$ cat src/hw/rtl/wildcard_pattern_matcher_defines.svh
// ----------------------------------------------------------------------------
// wildcard pattern matcher assertion macros
// shared concurrent assertion forms, all disabled while the active-low reset is low
// ----------------------------------------------------------------------------
`ifndef WILDCARD_PATTERN_MATCHER_DEFINES_SVH
`define WILDCARD_PATTERN_MATCHER_DEFINES_SVH

// condition holds at every edge outside reset
`define WPM_ASSERT_ALWAYS(label, clk, rst_n, cond) \
  label: assert property (@(posedge clk) disable iff (!rst_n) (cond)) \
    else $error("assertion failed");

// consequent holds in the same cycle as the antecedent
`define WPM_ASSERT_SAME(label, clk, rst_n, ante, cons) \
  label: assert property (@(posedge clk) disable iff (!rst_n) (ante) |-> (cons)) \
    else $error("assertion failed");

// consequent holds in the cycle after the antecedent
`define WPM_ASSERT_NEXT(label, clk, rst_n, ante, cons) \
  label: assert property (@(posedge clk) disable iff (!rst_n) (ante) |=> (cons)) \
    else $error("assertion failed");

`endif

$ cat src/hw/rtl/wpm_pkg.sv
// ----------------------------------------------------------------------------
// wpm_pkg
// shared types and constants of the wildcard pattern matcher
// ----------------------------------------------------------------------------
`default_nettype none

package wpm_pkg;

  // default pattern capacity
  localparam int MAX_PATTERN_DEF = 32;

  // special pattern bytes
  localparam logic [7:0] STAR_CODE  = 8'h2A;
  localparam logic [7:0] QMARK_CODE = 8'h3F;

  // item opcodes
  typedef enum logic [1:0] {
    OP_CLEAR  = 2'd0,
    OP_APPEND = 2'd1,
    OP_START  = 2'd2,
    OP_TEXT   = 2'd3
  } op_t;

  // control broadcast from the top level to every cell
  typedef struct packed {
    logic       load;      // reload the empty-text column
    logic       text;      // advance the column by one text byte
    logic       append;    // pattern byte append transfer
    logic [7:0] char_code;
  } cell_ctrl_t;

  // digits and ascii letters
  function automatic logic is_alnum(input logic [7:0] b);
    is_alnum = ((b >= 8'h30) && (b <= 8'h39)) ||
               ((b >= 8'h41) && (b <= 8'h5A)) ||
               ((b >= 8'h61) && (b <= 8'h7A));
  endfunction

endpackage

`default_nettype wire

$ cat src/hw/rtl/wpm_if.sv
// ----------------------------------------------------------------------------
// wpm channel interfaces
// valid/ready channels for the input items and the result items
// ----------------------------------------------------------------------------
`default_nettype none

// input item channel
interface wpm_in_if;
  logic       valid;
  logic       ready;
  logic [1:0] opcode;
  logic [7:0] char_code;

  modport source (output valid, output opcode, output char_code, input ready);
  modport sink   (input valid, input opcode, input char_code, output ready);
endinterface

// result item channel
interface wpm_out_if;
  logic valid;
  logic ready;
  logic matched;
  logic pattern_overflow;

  modport source (output valid, output matched, output pattern_overflow, input ready);
  modport sink   (input valid, input matched, input pattern_overflow, output ready);
endinterface

`default_nettype wire

$ cat src/hw/rtl/wildcard_pattern_matcher.sv
// ----------------------------------------------------------------------------
// wildcard_pattern_matcher
// streams text bytes against a stored wildcard pattern, one column per byte
// ----------------------------------------------------------------------------
// Usage:
//   in_ch  carries items: clear pattern, append pattern byte, start text,
//          text byte. Clear and append give no result; start text and text
//          byte each give one result on out_ch (matched, pattern_overflow).
//   Throughput is one item per cycle while out_ch is not stalled. Every
//   item updates the whole chain of cells in its transfer cycle; a run of
//   star cells ripples through the chain, and that ripple sets the cycle.
//   Latency: a result is valid in the cycle after its item's transfer.
//   in_ch.ready is low only while a result waits in the output register
//   and out_ch.ready is low; no item is lost or repeated under stalls.
//   Reset empties the pattern, clears the overflow flag and sets the
//   column to the empty-pattern state. Pattern bytes are not cleared;
//   only bytes below the pattern length are ever used.
//   Appends beyond MAX_PATTERN are dropped and raise pattern_overflow
//   until the next clear.
// ----------------------------------------------------------------------------
`default_nettype none

`include "wildcard_pattern_matcher_defines.svh"

module wildcard_pattern_matcher #(
  parameter int MAX_PATTERN = wpm_pkg::MAX_PATTERN_DEF
) (
  input  wire   clk,
  input  wire   rst_n,
  wpm_in_if.sink    in_ch,
  wpm_out_if.source out_ch
);

  localparam int LEN_W = $clog2(MAX_PATTERN + 1);

  wpm_pkg::op_t        op;
  wpm_pkg::cell_ctrl_t ctrl;
  logic                fire;
  logic                gives_result;
  logic                col0_r;
  logic                col0_nxt;
  logic [LEN_W-1:0]    len_r;
  logic [LEN_W-1:0]    len_nxt;
  logic                ovf_r;
  logic                ovf_nxt;
  logic [MAX_PATTERN:0] col_old;
  logic [MAX_PATTERN:0] col_new;
  logic                out_valid_r;
  logic                out_valid_nxt;
  logic                matched_r;
  logic                ovf_out_r;

  // input transfer
  assign in_ch.ready = !out_valid_r || out_ch.ready;
  assign fire        = in_ch.valid && in_ch.ready;
  assign op          = wpm_pkg::op_t'(in_ch.opcode);

  // opcode decode
  always_comb begin
    ctrl.load      = 1'b0;
    ctrl.text      = 1'b0;
    ctrl.append    = 1'b0;
    ctrl.char_code = in_ch.char_code;
    gives_result   = 1'b0;
    len_nxt        = len_r;
    ovf_nxt        = ovf_r;
    if (fire) begin
      case (op)
        wpm_pkg::OP_CLEAR: begin
          ctrl.load = 1'b1;
          len_nxt   = '0;
          ovf_nxt   = 1'b0;
        end
        wpm_pkg::OP_APPEND: begin
          ctrl.load = 1'b1;
          if (len_r < LEN_W'(MAX_PATTERN)) begin
            ctrl.append = 1'b1;
            len_nxt     = len_r + LEN_W'(1);
          end else begin
            ovf_nxt = 1'b1;
          end
        end
        wpm_pkg::OP_START: begin
          ctrl.load    = 1'b1;
          gives_result = 1'b1;
        end
        wpm_pkg::OP_TEXT: begin
          ctrl.text    = 1'b1;
          gives_result = 1'b1;
        end
        default: begin
          ctrl.load = 1'b0;
        end
      endcase
    end
  end

  // column bit zero: empty pattern matches only the empty text
  assign col_old[0] = col0_r;
  assign col_new[0] = ctrl.load;
  assign col0_nxt   = (ctrl.load || ctrl.text) ? col_new[0] : col0_r;

  // chain of pattern cells
  for (genvar i = 1; i <= MAX_PATTERN; i++) begin : g_cell
    wpm_cell #(
      .INDEX (i),
      .LEN_W (LEN_W)
    ) u_cell (
      .clk      (clk),
      .rst_n    (rst_n),
      .ctrl     (ctrl),
      .len_r    (len_r),
      .len_nxt  (len_nxt),
      .old_left (col_old[i-1]),
      .new_left (col_new[i-1]),
      .old_bit  (col_old[i]),
      .new_bit  (col_new[i])
    );
  end

  // output register
  always_comb begin
    if (gives_result) begin
      out_valid_nxt = 1'b1;
    end else if (out_ch.ready) begin
      out_valid_nxt = 1'b0;
    end else begin
      out_valid_nxt = out_valid_r;
    end
  end

  assign out_ch.valid            = out_valid_r;
  assign out_ch.matched          = matched_r;
  assign out_ch.pattern_overflow = ovf_out_r;

  // control state
  always_ff @(posedge clk) begin
    if (!rst_n) begin
      col0_r      <= 1'b1;
      len_r       <= '0;
      ovf_r       <= 1'b0;
      out_valid_r <= 1'b0;
    end else begin
      col0_r      <= col0_nxt;
      len_r       <= len_nxt;
      ovf_r       <= ovf_nxt;
      out_valid_r <= out_valid_nxt;
    end
  end

  // result payload
  always_ff @(posedge clk) begin
    if (gives_result) begin
      matched_r <= col_new[len_nxt];
      ovf_out_r <= ovf_nxt;
    end
  end

  // checks
  `WPM_ASSERT_ALWAYS(a_len_bound, clk, rst_n, len_r <= LEN_W'(MAX_PATTERN))
  `WPM_ASSERT_NEXT(a_text_clears_col0, clk, rst_n, fire && (op == wpm_pkg::OP_TEXT), !col0_r)
  `WPM_ASSERT_NEXT(a_load_sets_col0, clk, rst_n, fire && (op != wpm_pkg::OP_TEXT), col0_r)
  `WPM_ASSERT_SAME(a_result_source, clk, rst_n, $rose(out_valid_r), $past(fire) && ($past(op) == wpm_pkg::OP_START || $past(op) == wpm_pkg::OP_TEXT))

endmodule

`default_nettype wire

$ cat src/hw/rtl/wpm_cell.sv
// ----------------------------------------------------------------------------
// wpm_cell
// one pattern position: holds its pattern byte and its match bit
// ----------------------------------------------------------------------------
`default_nettype none

module wpm_cell #(
  parameter int INDEX = 1,
  parameter int LEN_W = 6
) (
  input  wire                     clk,
  input  wire                     rst_n,
  input  wire wpm_pkg::cell_ctrl_t ctrl,
  input  wire logic [LEN_W-1:0]   len_r,
  input  wire logic [LEN_W-1:0]   len_nxt,
  input  wire logic               old_left,
  input  wire logic               new_left,
  output logic                    old_bit,
  output logic                    new_bit
);

  logic [7:0] pat_r;
  logic       match_r;
  logic       match_nxt;
  logic       wr_en;
  logic [7:0] pat_eff;
  logic       active;
  logic       is_star;
  logic       is_qmark;

  // pattern byte write at the current tail
  assign wr_en   = ctrl.append && (len_r == LEN_W'(INDEX - 1));
  assign pat_eff = wr_en ? ctrl.char_code : pat_r;
  assign active  = (len_nxt >= LEN_W'(INDEX));
  assign is_star  = (pat_eff == wpm_pkg::STAR_CODE);
  assign is_qmark = (pat_eff == wpm_pkg::QMARK_CODE);

  // new column bit; star cells ripple from the left neighbour's new bit
  always_comb begin
    new_bit = 1'b0;
    if (active) begin
      if (ctrl.load) begin
        new_bit = is_star && new_left;
      end else if (is_qmark) begin
        new_bit = wpm_pkg::is_alnum(ctrl.char_code) && old_left;
      end else if (is_star) begin
        new_bit = new_left || match_r;
      end else begin
        new_bit = (pat_eff == ctrl.char_code) && old_left;
      end
    end
  end

  assign match_nxt = (ctrl.load || ctrl.text) ? new_bit : match_r;
  assign old_bit   = match_r;

  // pattern byte, no reset
  always_ff @(posedge clk) begin
    if (wr_en) begin
      pat_r <= ctrl.char_code;
    end
  end

  // match bit
  always_ff @(posedge clk) begin
    if (!rst_n) begin
      match_r <= 1'b0;
    end else begin
      match_r <= match_nxt;
    end
  end

endmodule

`default_nettype wire
$ cat src/flat_wrapper.sv
// flat-port wrapper written by rule: the top's interface ports become plain ports
module wildcard_pattern_matcher_flat 
#(
  parameter int MAX_PATTERN = wpm_pkg::MAX_PATTERN_DEF
)
  (clk, rst_n, in_ch_valid, in_ch_opcode, in_ch_char_code, in_ch_ready, out_ch_valid, out_ch_matched, out_ch_pattern_overflow, out_ch_ready);
  wpm_in_if in_ch_i ();
  wpm_out_if out_ch_i ();
  input  wire clk;
  input  wire rst_n;
  input wire logic [$bits(in_ch_i.valid)-1:0] in_ch_valid;
  input wire logic [$bits(in_ch_i.opcode)-1:0] in_ch_opcode;
  input wire logic [$bits(in_ch_i.char_code)-1:0] in_ch_char_code;
  output wire logic [$bits(in_ch_i.ready)-1:0] in_ch_ready;
  output wire logic [$bits(out_ch_i.valid)-1:0] out_ch_valid;
  output wire logic [$bits(out_ch_i.matched)-1:0] out_ch_matched;
  output wire logic [$bits(out_ch_i.pattern_overflow)-1:0] out_ch_pattern_overflow;
  input wire logic [$bits(out_ch_i.ready)-1:0] out_ch_ready;
  assign in_ch_i.valid = in_ch_valid;
  assign in_ch_i.opcode = in_ch_opcode;
  assign in_ch_i.char_code = in_ch_char_code;
  assign in_ch_ready = in_ch_i.ready;
  assign out_ch_valid = out_ch_i.valid;
  assign out_ch_matched = out_ch_i.matched;
  assign out_ch_pattern_overflow = out_ch_i.pattern_overflow;
  assign out_ch_i.ready = out_ch_ready;
  wildcard_pattern_matcher #(.MAX_PATTERN(MAX_PATTERN)) u_core (.clk(clk), .rst_n(rst_n), .in_ch(in_ch_i), .out_ch(out_ch_i));
endmodule
$ cat config.mk
export PLATFORM = sky130hd
export DESIGN_NAME = wildcard_pattern_matcher_flat
export DESIGN_NICKNAME = d
export VERILOG_FILES = /design/src/hw/rtl/wpm_pkg.sv /design/src/hw/rtl/wpm_if.sv /design/src/hw/rtl/wildcard_pattern_matcher.sv /design/src/hw/rtl/wpm_cell.sv /design/src/flat_wrapper.sv
export VERILOG_INCLUDE_DIRS = /design/src /design/src/hw/rtl
export SDC_FILE = /design/constraint.sdc
export NUM_CORES = 1
export LEC_CHECK = 0
export ABC_CLOCK_PERIOD_IN_PS = 6250
export BUFFER_PORTS_ARGS = -buffer_cell sky130_fd_sc_hd__buf_2
export CAP_MARGIN = 20
export CORE_ASPECT_RATIO = 1.4
export CORE_MARGIN = 5
export CORE_UTILIZATION = 55
export DETAILED_ROUTE_END_ITERATION = 8
export PLACE_DENSITY = 0.71
export SYNTH_ARGS = -nofsm -noshare
export SYNTH_HDL_FRONTEND = slang
export SYNTH_SLANG_ARGS = --single-unit
$ cat constraint.sdc
create_clock -name clk -period 6.25 [get_ports clk]
set_input_delay 0.9375 -clock clk [delete_from_list [all_inputs] [get_ports clk]]
set_output_delay 0.9375 -clock clk [all_outputs]
set_load 0.02 [all_outputs]
==> results.sh, run 1 <==
export IMPL_period_share_pct=94.6
export IMPL_first_iter_violations=1155
export IMPL_crit_start="u_core.len_r[0]"
export IMPL_clkLatencyLatePin_ns=0.59
export IMPL_cts_buffer_depth=3
export IMPL_synth_seq_area_share_pct=32.6
export IMPL_slew_violations=0
export IMPL_power_per_cell_area_nw_per_um2=205
export IMPL_netlist_area_leader_share_pct=32.3
export IMPL_finalCriticalPeriod_ns=5.91
export IMPL_portBuffers=17
export IMPL_die_h_um=227
export IMPL_cp_max_fo=11
export IMPL_syn_inst=2149
export IMPL_hold_end="u_core.g_cell[32].u_cell.old_bit"
export IMPL_crit_path_frequent_cell="a211oi_1"
export IMPL_final_nets=2193
export IMPL_skew_ns=0.0292
export IMPL_cap_violations=0
export IMPL_reg2reg_slack_ns=0.34
export IMPL_cts_buffers=31
export IMPL_wl_per_cell_um=21.4
export IMPL_stdcell_count=2644
export IMPL_worst_pin_slew_ns=0.895
export IMPL_drt_wl_total_um=56500
export IMPL_leakage_nw=7.92
export IMPL_syn_area_per_cell_um2=8.57
export IMPL_grt_pass1_vias=16500
export IMPL_maxSlewHeadroom_pct=40.2
export IMPL_rsz0062_at_grt="false"
export IMPL_hold_path_startpoint="u_core.g_cell[32].u_cell.old_bit"
export IMPL_dr_pass1_iters=5
export IMPL_critPathKind="flop to flop"
export IMPL_status="finished clean"
export IMPL_vias_per_cell=6.27
export IMPL_dieArea_um2=37300
export IMPL_clock_sinks=299
export IMPL_hold_depth=2
export IMPL_start_util_pct=55.5
export IMPL_fmax_mhz=169
export IMPL_worst_hold_slack_ns=0.470
export IMPL_ir_worst_vdd_v=0.000235
export IMPL_grt_total_usage_pct=29.8
export IMPL_reg2reg_from="u_core.len_r[0]"
export IMPL_synthesis_nets=2167
export IMPL_cts_tree="built"
export IMPL_dpl_cell_count=2584
export IMPL_io_pins=18
export IMPL_syn_to_final_growth_pct=11.0
export IMPL_drive_gt1_share_pct=18.6
export IMPL_overflow=0
export IMPL_crit_path_top_delay_cell="a211oi_1"
export IMPL_final_setup_viol_count=0
export IMPL_grt_antenna_before_repair=0
export IMPL_synth_edf_count=2
export IMPL_rows=79
export IMPL_critPathMaxStageDelay_ns=0.47
export IMPL_synth_cell_types=93
export IMPL_clkSlewWorstSetupHoldPaths_ns=0.06
export IMPL_dp_hpwl_um=41700
export IMPL_worstPathArrival_ns=6.22
export IMPL_drc=0
export IMPL_worst_r2r_endpoint="u_core.out_ch.matched"
export IMPL_async_reset_ff_share_pct=0
export IMPL_synth_area_top_cells="dfxtp_1 32%, xnor2_1 11%, mux2_2 11%, nand2_1 4.3%, mux2i_1 4.0%"
export IMPL_design_core_area_um2=33200
export IMPL_drtAntennaViolNets=0
export IMPL_yosysTopAreaCell="dfxtp_1"
export IMPL_gp_congestion=1.05
export IMPL_hold_class="flop to flop"
export IMPL_htree_levels=1
export IMPL_grt_pass1_wl_um=88300
export IMPL_yosysWarningCount=0
export IMPL_ys_flop_type="dfxtp_1"
export IMPL_r2r_cells=21
export IMPL_num_fill_cells=2977
export IMPL_path_cells="buf_4 -> ha_1 -> nor4bb_1 -> buf_4 -> nand4_1 -> or2_2 -> a21oi_1 -> a21oi_1 -> a211oi_1 -> o21bai_1 -> a21boi_0 -> o311a_1 -> or3b_1 -> o211ai_1 -> a21boi_0 -> nor4_4 -> nor2_1 -> a211oi_1 -> o41ai_1 -> a211oi_1 -> o31ai_1"
export IMPL_cts_root_buf="clkbuf_16"
export IMPL_critPathLaunchType="flop"
export IMPL_die_width_um=165
export IMPL_vias=16600
export IMPL_synth_area_um2=18400
export IMPL_grt_max_degree=43
export IMPL_critPathRequiredTime_ns=6.55
export IMPL_holdBufCountCts=0
export IMPL_worst_setup_path_end_kind="flop"
export IMPL_power_w=0.00419
export IMPL_hold_viol_final=0
export IMPL_ys_ff_latch=299
==> cell usage after synthesis (all sizes together), types with 8 or more instances <==
cell,count
or3,21
nor3,58
o22ai,13
or2,13
buf,47
nor3b,9
and2,35
xnor2,228
nor2b,20
o31ai,15
nand4,102
o211a,8
a211oi,16
nand2,209
a21o,9
o21ai,112
mux2,175
nand3,60
a31oi,14
inv,64
dfxtp,297
a21oi,67
mux2i,73
xor2,25
or4b,8
o211ai,17
nor2,124
a21boi,18
nor4,21
or4,9
clkbuf,87
nand2b,8
and3,19
nand4b,16
o21a,13
==> how the worst max path moves through the flow <==
stage,to,depth (start not counted)
4_1_cts,u_core.out_ch.matched,21
5_1_grt,u_core.out_ch.matched,21
3_5_place_dp,u_core.out_ch.matched,18
3_3_place_gp,u_core.out_ch.matched,18
6_report,u_core.out_ch.matched,21
2_1_floorplan,u_core.out_ch.matched,19
==> cell type report <==
type / count / area (um2) / share of cell area [%]
Multi-Input combinational cell: 1650 / 11600 / 56.9
Sequential cell: 299 / 6010 / 29.4
Timing Repair Buffer: 127 / 1030 / 5.01
Clock buffer: 43 / 901 / 4.40
Tap cell: 445 / 557 / 2.72
Inverter: 66 / 248 / 1.21
Clock inverter: 13 / 82.6 / 0.404
Antenna cell: 1 / 2.50 / 0.0122
==> critical path, delay by kind of cell (launching register included) <==
kind,cells,cell delay [ns]
buffers and inverters,2,0.36
adder cells (fa/ha/maj),1,0.25
flip-flops,1,0.33
AO/OA/AOI/OAI,12,2.72
AND/OR/NAND/NOR,6,1.98
==> flip-flops by register name (all words and copies together) (netlist names) <==
register / cells
u_core.col0_r: 1
u_core.g_cell.u_cell.old_bit: 32
u_core.g_cell.u_cell.pat_r: 256
u_core.len_r: 6
u_core.out_ch.matched: 1
u_core.out_ch.pattern_overflow: 1
u_core.out_ch.valid: 1
u_core.ovf_r: 1
==> cell usage in the layout, fill, tap and decap left out, types with 8 or more instances in the layout <==
cell type / netlist / routed
nor3b_1: 9 / 9
or2_2: 13 / 13
and3_1: 19 / 18
or4_1: 9 / 9
nor4_1: 19 / 19
inv_1: 64 / 64
a21oi_1: 67 / 67
nand2b_1: 8 / 8
a21o_1: 9 / 9
o211ai_1: 17 / 17
buf_2: 24 / 11
xor2_1: 25 / 25
nand3_1: 60 / 59
a31oi_1: 14 / 14
o211a_1: 8 / 8
clkbuf_8: 0 / 8
o21ai_0: 108 / 108
dfxtp_1: 297 / 296
buf_4: 5 / 108
nor2_1: 122 / 122
mux2_2: 175 / 175
nand4_1: 96 / 96
clkbuf_16: 0 / 31
xnor2_1: 228 / 228
nand2_1: 209 / 209
and2_1: 35 / 35
a21boi_0: 18 / 18
mux2i_1: 73 / 73
nor2b_1: 19 / 18
o22ai_1: 13 / 13
buf_12: 0 / 8
nand4b_1: 16 / 16
a211oi_1: 15 / 15
clkinv_2: 0 / 8
o21a_1: 13 / 13
nor3_1: 54 / 53
or3_1: 21 / 21
o31ai_1: 13 / 13
==> timing repair <==
action,CTS,global route
hold endpoints to repair,0,0
buffers inserted,0,3
endpoints found under the setup margin,0,1
gates resized for setup,0,7
==> where the power goes <==
group          switching [W]  internal (W)  total (W)
sequential         0.0000355       0.00194    0.00198
clock               0.000800       0.00100    0.00180
combinational       0.000251      0.000155   0.000406
total                0.00109       0.00310    0.00419
==> logic make-up (layout without fill, tap and decap cells) <==
| logic type | after synthesis | in the layout | synth area share (%) |
|---|---|---|---|
| muxes | 248 | 248 | 14.7 |
| other | 0 | 1 | 0 |
| DFF | 299 | 299 | 32.6 |
| adders and majority gates | 4 | 4 | 0.272 |
| AOI/OAI and AO/OA | 380 | 380 | 13.8 |
| and+or+nand+nor | 765 | 765 | 22.2 |
| buffers and inverters | 200 | 249 | 4.42 |
| xor gates and xnor gates | 253 | 253 | 12.0 |
==> per-layer routing <==
metal / GRT usage (%) / up-vias / part of all wire (%) / wire length, um
met1: 32.1 / 8021 / 37 / 21100
met3: 3.11 / 222 / 4.4 / 2470
met4: 20.1 / 0 / 7.5 / 4250
met5: 0 / - / 0 / 0
li1: - / 7793 / - / -
met2: 54.2 / 537 / 51 / 28600
==> per-stage QoR <==
step	utilization [%]	cell area [um2]	setup WS (ns)	setup TNS [ns]
after floorplan	-	18400	0.783	0
after global placement	58.5	19400	0.0396	0
after detailed placement	58.5	19400	-0.0138	-0.0138
after CTS	61.5	20400	0.404	0
after global routing	61.6	20500	0.0168	0
final	61.6	20500	0.336	0
(Power assumes the default switching activity.)
==> inputs of run 2 (changes only) <==
- ABC_AREA: unset -> 1
==> run 2 against run 1 <==
Effect of this change:
- the flow now finishes with violations (negative setup slack)
- total power increased by 6.0%
- flip-flop and latch count unchanged
- first-iteration DRC count increased by 68%
- count of clock-buffer cells in the layout decreased by 1
- combinational power increased by 37%
- area after synthesis decreased by 8.3%
- die area decreased by 7.8%
- largest power group unchanged
==> results.sh, run 2 <==
export IMPL_start_util_pct=55.4
export IMPL_status="finished with violations"
export IMPL_ir_worst_vdd_v=0.000208
export IMPL_cts_tree="built"
export IMPL_largest_reg_flops=256
export IMPL_first_iter_violations=1938
export IMPL_synth_common_cells="462 x nand2_1, 299 x inv_1, 297 x dfxtp_1"
export IMPL_cts_buffer_depth=3
export IMPL_maxSlewHeadroom_pct=34.2
export IMPL_grt_pass1_wl_um=97700
export IMPL_clkSlewWorstSetupHoldPaths_ns=0.07
export IMPL_stdcell_count=3399
export IMPL_die_width_um=158
export IMPL_yosysWarningCount=0
export IMPL_vias_per_cell=5.92
export IMPL_dieArea_um2=34400
export IMPL_hold_depth=2
export IMPL_largest_register="u_core.g_cell.u_cell.pat_r"
export IMPL_final_area_um2=23000
export IMPL_vias=20100
export IMPL_combPwrFrac_pct=12.6
export IMPL_rows=76
export IMPL_grt_total_usage_pct=35.1
export IMPL_drtAntennaViolNets=0
export IMPL_final_setup_viol_count=18
export IMPL_synth_edf_count=2
export IMPL_io_pins=18
export IMPL_dp_slack_ns=-5.06
export IMPL_placed_cell_area_um2=21100
export IMPL_fmax_mhz=91.0
export IMPL_internal_power_w=0.00324
export IMPL_rsz0062_at_grt="true"
export IMPL_crit_family="simple AND/OR/NAND/NOR gates"
export IMPL_critPathLaunchType="flop"
export IMPL_synthesis_nets=2532
export IMPL_cp_max_fo=6
export IMPL_synth_most_common_cell="nand2_1"
export IMPL_portBuffers=17
export IMPL_synth_cell_types=59
export IMPL_synth_area_top_cells="dfxtp_1 35%, nand2_1 10%, a21oi_1 7.8%, inv_1 6.6%, nor2_1 6.0%"
export IMPL_clkLatencyLatePin_ns=0.60
export IMPL_worstPathArrival_ns=11.45
export IMPL_switching_power_w=0.00120
export IMPL_netlist_area_leader_share_pct=35.2
export IMPL_dpl_cell_count=3313
export IMPL_final_nets=3003
export IMPL_ys_ff_latch=299
export IMPL_critPathMaxStageDelay_ns=0.37
export IMPL_power_per_cell_area_nw_per_um2=193
export IMPL_clkPwrFrac_pct=42.8
export IMPL_layout_commonest_cell="buf_4"
export IMPL_finalCriticalPeriod_ns=10.99
export IMPL_gp_congestion=1.03
export IMPL_slew_violations=0
export IMPL_finalSetupTns_ns=-47.46
export IMPL_grt_max_degree=65
export IMPL_layout_common_cells="526 x buf_4, 414 x nand2_1, 295 x dfxtp_1, 286 x inv_1, 260 x nor2_1"
export IMPL_crit_path_top_delay_cell="dfxtp_4"
export IMPL_synth_area_um2=16900
export IMPL_die_h_um=217
export IMPL_worst_setup_path_end_kind="flop"
export IMPL_diodes=0
export IMPL_wl_per_cell_um=18.5
export IMPL_overflow=0
export IMPL_cts_root_buf="clkbuf_16"
export IMPL_ys_flop_type="dfxtp_1"
export IMPL_yosysTopAreaCell="dfxtp_1"
export IMPL_crit_buf_inv=6
export IMPL_skew_ns=0.0156
export IMPL_cts_buffers=31
export IMPL_switching_share_pct=27.0
export IMPL_critPathRequiredTime_ns=6.71
export IMPL_violations="negative setup slack"
export IMPL_drt_wl_total_um=62800
export IMPL_critPathKind="flop to flop"
export IMPL_setup_ws_ns=-4.74
export IMPL_worst_pin_slew_ns=0.984
export IMPL_async_reset_ff_share_pct=0
export IMPL_cp_depth=96
export IMPL_syn_inst=2514
export IMPL_drive_gt1_share_pct=30.1
export IMPL_holdBufCountCts=0
export IMPL_num_fill_cells=2400
export IMPL_design_core_area_um2=30500
export IMPL_leakage_nw=9.81
export IMPL_clock_sinks=299
export IMPL_dr_pass1_iters=6
export IMPL_syn_area_per_cell_um2=6.72
export IMPL_drc=0
export IMPL_r2r_cells=96
export IMPL_seq_power_share_pct=44.6
export IMPL_grt_antenna_before_repair=0
export IMPL_crit_path_frequent_cell="nand2_1"
export IMPL_period_share_pct=176
export IMPL_dp_hpwl_um=44200
export IMPL_syn_to_final_growth_pct=36.2
export IMPL_grt_pass1_vias=19800
export IMPL_synth_seq_area_share_pct=35.5
export IMPL_cap_violations=0
export IMPL_htree_levels=1
export IMPL_hold_class="flop to flop"
export IMPL_hold_viol_final=0
[run 2: cell count changes after synthesis, moves of 48 or more]
cell and change:
mux2_2 -175, mux2i_1 -73, xnor2_1 -228, nor2_1 +147, a221oi_1 +48, nand3_1 +60
or2_2 +65, nand2_1 +253, inv_1 +235, a21oi_1 +198
[run 2: path summary, 6_finish.rpt]
path | to | slack [ns] | startpoint
setup / recovery | u_core.out_ch.matched | -4.74 | u_core.len_r[1]
hold / removal | u_core.g_cell[22].u_cell.pat_r[5] | 0.49 | u_core.g_cell[22].u_cell.pat_r[5]
setup reg to reg | u_core.out_ch.matched | -4.74 | u_core.len_r[1]
hold reg to reg | u_core.g_cell[22].u_cell.pat_r[5] | 0.49 | u_core.g_cell[22].u_cell.pat_r[5]
[run 2: what timing repair did]
action | CTS | global route
cloned | 0 | 5
pin swaps | 10 | 39
gates resized for setup | 35 | 115
endpoints found under the setup margin | 18 | 20
setup buffers | 7 | 17
[run 2: final cells by class]
type | instances | area (um2) | share of cell area (%)
multi-input combinational | 1770 | 9840 | 42.7
sequential | 299 | 6010 | 26.1
timing repair buffer | 567 | 4440 | 19.3
inverter | 316 | 1220 | 5.28
clock buffer | 42 | 867 | 3.77
tap | 390 | 488 | 2.12
clock inverter | 15 | 159 | 0.690
[run 2: power groups by stage]
| stage | registers, W | logic, W | clock network [W] |
|---|---|---|---|
| after detailed placement | 0.00202 | 0.000492 | 0 |
| after CTS | 0.00198 | 0.000505 | 0.00191 |
| after floorplan | 0.00201 | 0.000277 | 0 |
| after global routing | 0.00198 | 0.000595 | 0.00200 |
| after global placement | 0.00202 | 0.000485 | 0 |
| final | 0.00198 | 0.000558 | 0.00190 |
[run 2: worst register-to-register path, delay by kind of cell (launching register included)]
family	cells	cell delay, ns
AOI/OAI and AO/OA	22	3.85
adders and majority gates	1	0.13
buffers and inverters	6	0.80
DFF	1	0.37
and+or+nand+nor	67	5.68
[run 2: kinds of logic (layout without fill, tap and decap cells)]
kind of cell	after synthesis	count (layout)	share of synthesized area (%)
XOR/XNOR	2	2	0.104
flip-flops	299	299	35.5
AO/OA/AOI/OAI	677	677	25.1
AND/OR/NAND/NOR	1083	1087	28.7
adder cells (fa/ha/maj)	4	4	0.296
buffers and inverters	449	940	10.2
[run 2: routing by layer]
| metal | wire length (um) | vias to the layer above | GRT usage (%) | part of all wire, % |
|---|---|---|---|---|
| met5 | 0 | - | 0 | 0 |
| met4 | 3880 | 0 | 20.5 | 6.2 |
| met3 | 4680 | 265 | 4.88 | 7.5 |
| met2 | 30700 | 926 | 60.5 | 49 |
| met1 | 23600 | 9399 | 40.9 | 38 |
| li1 | - | 9527 | - | - |
[run 2: through the flow]
step / total power (W) / utilization [%] / hold slack [ns]
2_1_floorplan: 0.00229 / - / 0.443
3_3_place_gp: 0.00250 / 69.2 / 0.466
3_5_place_dp: 0.00251 / 69.2 / 0.475
4_1_cts: 0.00440 / 73.2 / 0.477
5_1_grt: 0.00458 / 75.4 / 0.515
6_report: 0.00444 / 75.4 / 0.491
